--- src/sv/rase_pkg.sv ---
// ----------------------------------------------------------------------------
// rase_pkg
// Shared types and constants for the rotary angle speed estimator.
// ----------------------------------------------------------------------------
package rase_pkg;

    localparam int ANGLE_W  = 12;
    localparam int TIME_W   = 32;
    localparam int CFG_W    = 16;
    localparam int SPEED_W  = 23;
    // shared divider width: covers |delta|*3750 (23 b) and 7*s + 3*v (27 b)
    localparam int DIV_W    = 27;
    localparam int DIV_CNT_W = 5;

    localparam logic [ANGLE_W-1:0] HALF_TURN   = 12'd2048;
    localparam logic [ANGLE_W-1:0] SPEED_SCALE = 12'd3750;
    localparam logic [TIME_W-1:0]  EMA_DIVISOR = 32'd10;

    localparam logic [CFG_W-1:0] MIN_INTERVAL_RST = 16'd50;
    localparam logic [CFG_W-1:0] NOISE_FLOOR_RST  = 16'd256;

    // register index, taken from paddr[2]
    localparam logic REG_MIN_INTERVAL = 1'b0;
    localparam logic REG_NOISE_FLOOR  = 1'b1;

    typedef enum logic [3:0] {
        S_IDLE,
        S_ELAP,
        S_CHECK,
        S_LAUNCH1,
        S_WAIT1,
        S_MIX,
        S_LAUNCH2,
        S_WAIT2,
        S_UPDATE,
        S_OUT
    } t_state;

    typedef struct packed {
        logic [CFG_W-1:0] min_interval_ms;
        logic [CFG_W-1:0] noise_floor_q8;
    } t_cfg;

    typedef struct packed {
        logic              start;
        logic [DIV_W-1:0]  dividend;
        logic [TIME_W-1:0] divisor;
    } t_div_req;

    typedef struct packed {
        logic             done;
        logic [DIV_W-1:0] quotient;
    } t_div_rsp;

endpackage

--- src/sv/rase_sdiv.sv ---
// ----------------------------------------------------------------------------
// rase_sdiv
// Bit-serial restoring divider, one quotient bit per cycle.
// ----------------------------------------------------------------------------
module rase_sdiv (
    input  logic                i_clk,
    input  logic                i_rst_n,
    input  rase_pkg::t_div_req  i_req,
    output rase_pkg::t_div_rsp  o_rsp
);

    logic [rase_pkg::TIME_W-1:0]    r_rem,  n_rem;
    logic [rase_pkg::DIV_W-1:0]     r_quo,  n_quo;
    logic [rase_pkg::TIME_W-1:0]    r_dvs;
    logic [rase_pkg::DIV_CNT_W-1:0] r_cnt;
    logic                           r_busy;
    logic                           r_done;
    logic [rase_pkg::TIME_W:0]      trial;
    logic [rase_pkg::TIME_W:0]      diff;

    // shift next dividend bit into the partial remainder and try a subtract
    always_comb begin
        trial = {r_rem, r_quo[rase_pkg::DIV_W-1]};
        diff  = trial - {1'b0, r_dvs};
        if (!diff[rase_pkg::TIME_W]) begin
            n_rem = diff[rase_pkg::TIME_W-1:0];
            n_quo = {r_quo[rase_pkg::DIV_W-2:0], 1'b1};
        end else begin
            n_rem = trial[rase_pkg::TIME_W-1:0];
            n_quo = {r_quo[rase_pkg::DIV_W-2:0], 1'b0};
        end
    end

    always_ff @(posedge i_clk) begin
        if (!i_rst_n) begin
            r_busy <= 1'b0;
            r_done <= 1'b0;
            r_cnt  <= '0;
        end else begin
            r_done <= 1'b0;
            if (i_req.start) begin
                r_busy <= 1'b1;
                r_cnt  <= '0;
            end else if (r_busy) begin
                r_cnt <= r_cnt + 1'b1;
                if (r_cnt == rase_pkg::DIV_CNT_W'(rase_pkg::DIV_W - 1)) begin
                    r_busy <= 1'b0;
                    r_done <= 1'b1;
                end
            end
        end
    end

    always_ff @(posedge i_clk) begin
        if (i_req.start) begin
            r_rem <= '0;
            r_quo <= i_req.dividend;
            r_dvs <= i_req.divisor;
        end else if (r_busy) begin
            r_rem <= n_rem;
            r_quo <= n_quo;
        end
    end

    assign o_rsp.done     = r_done;
    assign o_rsp.quotient = r_quo;

endmodule

--- src/sv/rase_regs.sv ---
// ----------------------------------------------------------------------------
// rase_regs
// APB register file: minimum interval and noise floor.
// ----------------------------------------------------------------------------
module rase_regs (
    input  logic                           i_clk,
    input  logic                           i_rst_n,
    input  logic                           psel,
    input  logic                           penable,
    input  logic                           pwrite,
    input  logic [2:0]                     paddr,
    input  logic [31:0]                    pwdata,
    output logic [31:0]                    prdata,
    output logic                           pready,
    output rase_pkg::t_cfg                 o_cfg
);

    logic [rase_pkg::CFG_W-1:0] r_min_interval;
    logic [rase_pkg::CFG_W-1:0] r_noise_floor;
    logic                       wr_en;

    assign pready = 1'b1;
    assign wr_en  = psel && penable && pwrite && pready;

    // word aligned: byte lanes in paddr[1:0] are ignored
    always_ff @(posedge i_clk) begin
        if (!i_rst_n) begin
            r_min_interval <= rase_pkg::MIN_INTERVAL_RST;
            r_noise_floor  <= rase_pkg::NOISE_FLOOR_RST;
        end else if (wr_en) begin
            unique case (paddr[2])
                rase_pkg::REG_MIN_INTERVAL: r_min_interval <= pwdata[rase_pkg::CFG_W-1:0];
                rase_pkg::REG_NOISE_FLOOR:  r_noise_floor  <= pwdata[rase_pkg::CFG_W-1:0];
                default: ;
            endcase
        end
    end

    always_comb begin
        unique case (paddr[2])
            rase_pkg::REG_MIN_INTERVAL: prdata = {16'd0, r_min_interval};
            rase_pkg::REG_NOISE_FLOOR:  prdata = {16'd0, r_noise_floor};
            default:                    prdata = {paddr[1:0] == 2'd0 ? 30'd0 : 30'd0, 2'd0};
        endcase
    end

    assign o_cfg.min_interval_ms = r_min_interval;
    assign o_cfg.noise_floor_q8  = r_noise_floor;

endmodule

--- src/sv/rotary_angle_speed_estimator.sv ---
// ----------------------------------------------------------------------------
// rotary_angle_speed_estimator
// Shaft speed from absolute angle and ms timestamps, with EMA smoothing.
// ----------------------------------------------------------------------------
// Usage:
//   Input stream (s_axis): one transfer per sample, tdata = {pad, time_ms,
//   angle_count}. Output stream (m_axis): one transfer per input sample,
//   tdata = filtered_speed_q8 (Q15.8 rpm), tuser = accepted.
//   APB port: reg 0 (addr 0x0) min_interval_ms, reg 1 (addr 0x4)
//   noise_floor_q8. Write only while no sample is in flight.
// Sequence:
//   A sample whose elapsed time is too short goes from ELAP through CHECK
//   straight to OUT; the next sample is taken once the engine is back in IDLE.
//   An accepted sample makes two passes through the shared bit-serial
//   divider, first |delta|*3750/elapsed, then the 7:3 blend divided by 10,
//   before its result is loaded in OUT. One sample at a time: the next
//   sample is taken only after the result of the last one has been loaded.
// Reset:
//   last angle, last time and smoothed speed clear to zero; registers take
//   50 ms and 256. No result is pending after reset.
// Stall:
//   Results sit in an output register; the next sample is taken while one
//   waits. A finished result that finds the register still full holds the
//   engine until the receiver takes the waiting transfer.
// ----------------------------------------------------------------------------
module rotary_angle_speed_estimator (
    input  logic        i_clk,
    input  logic        i_rst_n,
    // input stream
    input  logic        i_s_axis_tvalid,
    output logic        o_s_axis_tready,
    input  logic [47:0] i_s_axis_tdata,   // [11:0] angle_count, [43:12] time_ms, [47:44] zero
    // output stream
    output logic        o_m_axis_tvalid,
    input  logic        i_m_axis_tready,
    output logic [23:0] o_m_axis_tdata,   // [22:0] filtered_speed_q8, [23] zero
    output logic        o_m_axis_tuser,   // [0] accepted
    // configuration
    input  logic        psel,
    input  logic        penable,
    input  logic        pwrite,
    input  logic [2:0]  paddr,
    input  logic [31:0] pwdata,
    output logic [31:0] prdata,
    output logic        pready
);

    localparam int AW = rase_pkg::ANGLE_W;
    localparam int TW = rase_pkg::TIME_W;
    localparam int SW = rase_pkg::SPEED_W;
    localparam int DW = rase_pkg::DIV_W;

    rase_pkg::t_state   r_state, n_state;
    rase_pkg::t_cfg     cfg;
    rase_pkg::t_div_req div_req;
    rase_pkg::t_div_rsp div_rsp;

    // sample being processed
    logic [AW-1:0] r_angle;
    logic [TW-1:0] r_time;
    logic [TW-1:0] r_elapsed;
    logic [AW-1:0] r_mag;
    logic [DW-1:0] r_num;
    logic [DW-1:0] r_mix;
    logic          r_acc;

    // state carried between samples
    logic [AW-1:0] r_last_angle;
    logic [TW-1:0] r_last_time;
    logic [SW-1:0] r_smooth;

    // output register
    logic          r_out_valid;
    logic [SW-1:0] r_out_speed;
    logic          r_out_acc;

    logic          in_xfer;
    logic          out_xfer;
    logic          out_load;
    logic          out_free;
    logic          long_enough;
    logic [AW-1:0] d_raw;
    logic [AW-1:0] d_mag;
    logic [SW-1:0] raw_speed;
    logic [SW-1:0] gated_speed;

    rase_regs u_regs (
        .i_clk   (i_clk),
        .i_rst_n (i_rst_n),
        .psel    (psel),
        .penable (penable),
        .pwrite  (pwrite),
        .paddr   (paddr),
        .pwdata  (pwdata),
        .prdata  (prdata),
        .pready  (pready),
        .o_cfg   (cfg)
    );

    rase_sdiv u_div (
        .i_clk   (i_clk),
        .i_rst_n (i_rst_n),
        .i_req   (div_req),
        .o_rsp   (div_rsp)
    );

    assign in_xfer  = i_s_axis_tvalid && o_s_axis_tready;
    assign out_xfer = r_out_valid && i_m_axis_tready;
    assign out_free = !r_out_valid || i_m_axis_tready;

    // angle change mod 4096, folded into half a turn; a tie keeps 2048
    assign d_raw = r_angle - r_last_angle;
    assign d_mag = (d_raw <= rase_pkg::HALF_TURN) ? d_raw
                                                  : AW'((AW+1)'(1 << AW) - (AW+1)'(d_raw));

    assign long_enough = r_elapsed > {16'd0, cfg.min_interval_ms};

    // raw speed never exceeds 2048*3750, which fits 23 bits
    assign raw_speed   = div_rsp.quotient[SW-1:0];
    assign gated_speed = (raw_speed < SW'(cfg.noise_floor_q8)) ? '0 : raw_speed;

    // ---------------- sequencer: next state ----------------
    always_comb begin
        n_state = r_state;
        unique case (r_state)
            rase_pkg::S_IDLE:    if (in_xfer) n_state = rase_pkg::S_ELAP;
            rase_pkg::S_ELAP:    n_state = rase_pkg::S_CHECK;
            rase_pkg::S_CHECK:   n_state = long_enough ? rase_pkg::S_LAUNCH1 : rase_pkg::S_OUT;
            rase_pkg::S_LAUNCH1: n_state = rase_pkg::S_WAIT1;
            rase_pkg::S_WAIT1:   if (div_rsp.done) n_state = rase_pkg::S_MIX;
            rase_pkg::S_MIX:     n_state = rase_pkg::S_LAUNCH2;
            rase_pkg::S_LAUNCH2: n_state = rase_pkg::S_WAIT2;
            rase_pkg::S_WAIT2:   if (div_rsp.done) n_state = rase_pkg::S_UPDATE;
            rase_pkg::S_UPDATE:  n_state = rase_pkg::S_OUT;
            rase_pkg::S_OUT:     if (out_free) n_state = rase_pkg::S_IDLE;
            default:             n_state = rase_pkg::S_IDLE;
        endcase
    end

    // ---------------- sequencer: outputs ----------------
    always_comb begin
        o_s_axis_tready  = 1'b0;
        out_load         = 1'b0;
        div_req.start    = 1'b0;
        div_req.dividend = r_num;
        div_req.divisor  = r_elapsed;
        unique case (r_state)
            // no transfer while reset is held
            rase_pkg::S_IDLE:    o_s_axis_tready = i_rst_n;
            rase_pkg::S_LAUNCH1: div_req.start = 1'b1;
            rase_pkg::S_LAUNCH2: begin
                div_req.start    = 1'b1;
                div_req.dividend = r_mix;
                div_req.divisor  = rase_pkg::EMA_DIVISOR;
            end
            rase_pkg::S_OUT:     out_load = out_free;
            default: ;
        endcase
    end

    always_ff @(posedge i_clk) begin
        if (!i_rst_n) begin
            r_state <= rase_pkg::S_IDLE;
        end else begin
            r_state <= n_state;
        end
    end

    // ---------------- datapath ----------------
    always_ff @(posedge i_clk) begin
        if (in_xfer) begin
            r_angle <= i_s_axis_tdata[AW-1:0];
            r_time  <= i_s_axis_tdata[AW+TW-1:AW];
        end
        if (r_state == rase_pkg::S_ELAP) begin
            r_elapsed <= r_time - r_last_time;
            r_mag     <= d_mag;
        end
        if (r_state == rase_pkg::S_CHECK) begin
            r_num <= DW'(r_mag) * DW'(rase_pkg::SPEED_SCALE);
            r_acc <= long_enough;
        end
        // 7*s + 3*v, at most 10 * 7680000
        if (r_state == rase_pkg::S_MIX) begin
            r_mix <= DW'({r_smooth, 3'b000}) - DW'(r_smooth)
                   + DW'({gated_speed, 1'b0}) + DW'(gated_speed);
        end
        if (out_load) begin
            r_out_speed <= r_smooth;
            r_out_acc   <= r_acc;
        end
    end

    always_ff @(posedge i_clk) begin
        if (!i_rst_n) begin
            r_last_angle <= '0;
            r_last_time  <= '0;
            r_smooth     <= '0;
            r_out_valid  <= 1'b0;
        end else begin
            if (r_state == rase_pkg::S_UPDATE) begin
                r_smooth     <= div_rsp.quotient[SW-1:0];
                r_last_angle <= r_angle;
                r_last_time  <= r_time;
            end
            if (out_load) begin
                r_out_valid <= 1'b1;
            end else if (out_xfer) begin
                r_out_valid <= 1'b0;
            end
        end
    end

    assign o_m_axis_tvalid = r_out_valid;
    assign o_m_axis_tdata  = {1'b0, r_out_speed};
    assign o_m_axis_tuser  = r_out_acc;

endmodule

--- config.mk ---
export PLATFORM = sky130hd
export DESIGN_NAME = rotary_angle_speed_estimator
export DESIGN_NICKNAME = d
export VERILOG_FILES = /design/src/sv/rase_pkg.sv /design/src/sv/rase_sdiv.sv /design/src/sv/rase_regs.sv /design/src/sv/rotary_angle_speed_estimator.sv
export SDC_FILE = /design/constraint.sdc
export NUM_CORES = 1
export LEC_CHECK = 0
export CAP_MARGIN = 20
export CORE_ASPECT_RATIO = 1.75
export CORE_MARGIN = 2
export CORE_UTILIZATION = 50
export CTS_CLUSTER_SIZE = 40
export DETAILED_ROUTE_END_ITERATION = 8
export DONT_BUFFER_PORTS = 1
export PLACE_DENSITY = 0.7
export SYNTH_ARGS = -nofsm -noshare
export SYNTH_HDL_FRONTEND = slang
export SYNTH_SLANG_ARGS = --single-unit
--- constraint.sdc ---
create_clock -name i_clk -period 5.3 [get_ports i_clk]
set_input_delay 0 -clock i_clk [delete_from_list [all_inputs] [get_ports i_clk]]
set_output_delay 0 -clock i_clk [all_outputs]
set_load 0.01 [all_outputs]
==> impl_summary.md <==
Placement
The congestion estimate from routability-driven global placement came to 0.910. The number of port buffers is 0. The estimated wirelength of the detail-placed design is 41.4 mm.

Floorplan
The starting utilization of the core area is 50.6%. The die outline area is 49,100 um2. The die outline height is 292 um. The die boundary width is 168 um. The region available for standard cell placement spans 46,800 um2.

The number of placed I/O pins is 150. The initialized floorplan defines 105 standard-cell rows.

Setup path
The worst-case reg-to-reg path depth is 25. The count of buffering cells on the critical path with inverters included is 3. The worst stage delay on the critical path is 0.50 ns. The cell type of the slowest stage on the worst timing path is sky130_fd_sc_hd__fa_1. The endpoint of the worst-slack reg-to-reg timing path is r_mix[25].

STA classifies the critical path endpoint as a flip-flop. Of all nets on the critical path, the largest fanout is 5. At the worst endpoint, the required time is 5.58 ns. The sort of element at the start of the critical path is a flip-flop.

Data arrives at the worst endpoint at 5.67 ns. The worst register-to-register path begins at u_div.r_quo[12]. The setup slack of the worst register-to-register path is -0.09 ns. The setup path with the least slack is of type reg2reg.

The critical path's top delay family is compound AO/OA/AOI/OAI gates.

CTS
Clock-pin slew was measured on the worst setup and hold paths at 0.07 ns. The TritonCTS sink count is 365. The clock root buffer is sky130_fd_sc_hd__clkbuf_16. The maximum clock insertion buffer count is 3.

The number of clock buffers added by TritonCTS is 37. The number of H-tree branching levels is 2. TritonCTS built the clock tree.

The clock latency reported for the late side of the worst-skew pair is 0.55 ns.

Synthesis
By area the synthesized netlist is led by sky130_fd_sc_hd__edfxtp_1 28%, sky130_fd_sc_hd__dfxtp_1 12%, sky130_fd_sc_hd__ha_1 11%, sky130_fd_sc_hd__fa_1 7.4%, sky130_fd_sc_hd__nand2_1 5.0%. The count of warnings emitted by yosys is 0. Of the post-synthesis cell area, the dominant cell type holds 28.2%.

The synthesized design spends more area on one cell type than any other, namely sky130_fd_sc_hd__edfxtp_1. The post-synthesis register bit count is 365. The post-synthesis instance total is 2,419. Counting distinct cell types in the post-synthesis netlist gives 93. Yosys mapped a number of flops with a built-in enable equal to 222.

Summing the sequential cell areas from Yosys gives 40.3% of the chip area. In the synthesized netlist the dominant register cell turns out to be sky130_fd_sc_hd__edfxtp_1. The fraction of registers with async set/reset is 0%. The mean instance size in the synthesized netlist is 9.78 um2.

The synthesized area is 23,700 um2.

Detailed routing
The mean routed wirelength per cell is 17.6 um. The violation count after the first detailed-routing iteration is 774. The pre-antenna-repair detailed-routing pass consisted of 5 iterations. Summing over every cut layer, the via total after detailed routing is 17,300.

The total wire length is 55.6 mm. The detail route stage leaves a number of antenna-violating nets equal to 0. After detailed routing, the number of vias per cell comes to 5.46. The total DRC errors in the routed layout is 0.

Finish
The most common cell after layout, fill and taps aside is sky130_fd_sc_hd__nand2_1. The area occupied by registers is 9530 um2. Of the cells placed in the final design, the portion with a size suffix greater than 1 is 9.14%.

Summing all multi-input logic gate instances after layout gives 12,800 um2. In the layout the commonest cells are 317 x sky130_fd_sc_hd__nand2_1, 286 x sky130_fd_sc_hd__inv_1, 222 x sky130_fd_sc_hd__edfxtp_1. The area added between synthesis and finish is 14.2%. The net count of the finished layout is 2,928. Counting the fill cells in the layout gives 3,949.

Run status
The run finished, with violations left. The final reports fail on negative setup slack.

Job
Max-cap violations in this run came to 0.

Global route
The via count of the first global-routing pass is 17,600. The first global-routing pass estimated 90.1 mm of wire. The pin count of the biggest net entering global routing is 109. The initial antenna violation count came to 1. Global routing used 22.9% of the available tracks across all layers.

The final global-route overflow total is 0.

STA
After layout, the worst setup slack is -0.0913 ns. The maximum clock frequency is 185 MHz. The number of max-slew violations in the final report is 0. The total setup violations reported at the end of the flow is 4. The pin slew with the least headroom to its limit is 1.08 ns. The final cycle utilization of the critical path is 102%.

The post-route clock skew is 0.0253 ns. Setup repair after global routing could not meet its margin everywhere. The final-layout worst hold slack is 0.0810 ns. The final critical delay including setup and external delays is 5.39 ns. The number of hold-slack violations in the final timing report is 0. The worst slew margin relative to its limit is 27.9%.

Worst hold path
In this run the worst hold path is classified as in2reg. The origin of the worst min-delay path is i_s_axis_tdata[23]. The worst hold path depth is 1. The sink of the worst hold path is r_time[11].
how the worst max path moves through the flow:
stage                          from         to  slack, ns  depth (start not counted)
finish              u_div.r_quo[12]  r_mix[25]      -0.09                         25
detailed placement  u_div.r_quo[12]  r_mix[26]      -0.22                         24
global route         u_div.r_quo[1]  r_mix[25]      -0.37                         24
floorplan                  r_mag[1]  r_num[22]      0.004                         17
global placement    u_div.r_quo[12]  r_mix[25]      -0.06                         23
CTS                 u_div.r_quo[12]  r_mix[25]      -0.04                         25
flip-flops by register name, indices dropped and copies added, names as in the netlist:
register and count:
o_m_axis_tuser 1, r_time 32, r_mix 27, r_acc 1
r_last_angle 12, r_state 4, u_div.r_rem 32, u_div.r_cnt 5
r_out_speed 23, r_num 23, r_mag 12, u_div.r_dvs 32
u_div.r_busy 1, o_m_axis_tvalid 1, u_div.r_quo 27, r_elapsed 32
u_div.r_done 1, r_last_time 32, u_regs.r_min_interval 16, u_regs.r_noise_floor 16
r_angle 12, r_smooth 23
what timing repair did:
item	4_1_cts	5_1_grt
endpoints found under the hold margin	155	0
hold buffers	86	0
pin swaps	10	14
gates cloned	1	0
setup endpoints to repair	4	10
setup buffers	7	2
gates resized for setup	22	23
cell type report:
cell class              instances  area share, %
clock inverters                20          0.741
flip-flops and latches        365           35.3
repair buffers                176           6.05
inverters                     289           4.02
diodes                          1        0.00927
multi-input cells            1674           47.4
clock buffers                  48           3.78
well taps                     588           2.72
layer usage:
layer | share of wire (%) | track usage, % | vias up | wire length, um
li1 | - | - | 8505 | -
met1 | 39 | 25.9 | 8306 | 21700
met2 | 53 | 43.0 | 341 | 29700
met3 | 3.3 | 2.78 | 103 | 1840
met4 | 4.2 | 9.84 | 0 | 2360
met5 | 0 | 0 | - | 0
through the flow:
step / TNS (ns) / std cells / instance area (um2) / utilization (%) / setup WS (ns)
global route: -1.52 / 3161 / 27000 / 57.7 / -0.371
detailed placement: -0.674 / 2994 / 24600 / 52.6 / -0.224
floorplan: 0 / 2435 / 23800 / - / 0.00391
CTS: -0.0558 / 3156 / 26900 / 57.5 / -0.0400
global placement: -0.132 / 2993 / 24600 / 52.5 / -0.0644
finish: -0.141 / 3161 / 27000 / 57.7 / -0.0913
kinds of logic after synthesis:
| group | count (synthesis) | share of synthesized area, % |
|---|---|---|
| muxes | 46 | 1.98 |
| other | 2 | 0.0317 |
| xor gates and xnor gates | 106 | 3.92 |
| buffers and inverters | 396 | 7.02 |
| AOI/OAI and AO/OA | 559 | 15.7 |
| adders and majority gates | 295 | 18.4 |
| and+or+nand+nor | 650 | 12.7 |
| DFF | 365 | 40.3 |
synth_stat cells, types with 7 or more instances:
master / n
sky130_fd_sc_hd__o21ai_1: 7
sky130_fd_sc_hd__a211oi_1: 22
sky130_fd_sc_hd__mux2i_1: 43
sky130_fd_sc_hd__or2_2: 11
sky130_fd_sc_hd__xor2_1: 31
sky130_fd_sc_hd__nor3_1: 26
sky130_fd_sc_hd__xnor2_1: 75
sky130_fd_sc_hd__nand3_1: 34
sky130_fd_sc_hd__nor2b_1: 54
sky130_fd_sc_hd__and3_1: 16
sky130_fd_sc_hd__inv_1: 288
sky130_fd_sc_hd__dfxtp_1: 143
sky130_fd_sc_hd__o211ai_1: 11
sky130_fd_sc_hd__o21bai_1: 11
sky130_fd_sc_hd__fa_1: 87
sky130_fd_sc_hd__nand2_1: 318
sky130_fd_sc_hd__edfxtp_1: 222
sky130_fd_sc_hd__a31oi_1: 20
sky130_fd_sc_hd__nor4_1: 9
sky130_fd_sc_hd__clkbuf_1: 64
sky130_fd_sc_hd__nor2_1: 103
sky130_fd_sc_hd__a21oi_1: 122
sky130_fd_sc_hd__buf_1: 8
sky130_fd_sc_hd__o21a_1: 22
sky130_fd_sc_hd__a21o_1: 57
sky130_fd_sc_hd__nand4_1: 10
sky130_fd_sc_hd__and2_1: 18
sky130_fd_sc_hd__o21ai_0: 110
sky130_fd_sc_hd__buf_4: 21
sky130_fd_sc_hd__ha_1: 208
sky130_fd_sc_hd__nand2b_1: 25
sky130_fd_sc_hd__a21boi_0: 99
sky130_fd_sc_hd__o31ai_1: 7
Power is not shown: default switching activity piles up to over one toggle a cycle in this logic, so the estimate is an artifact.
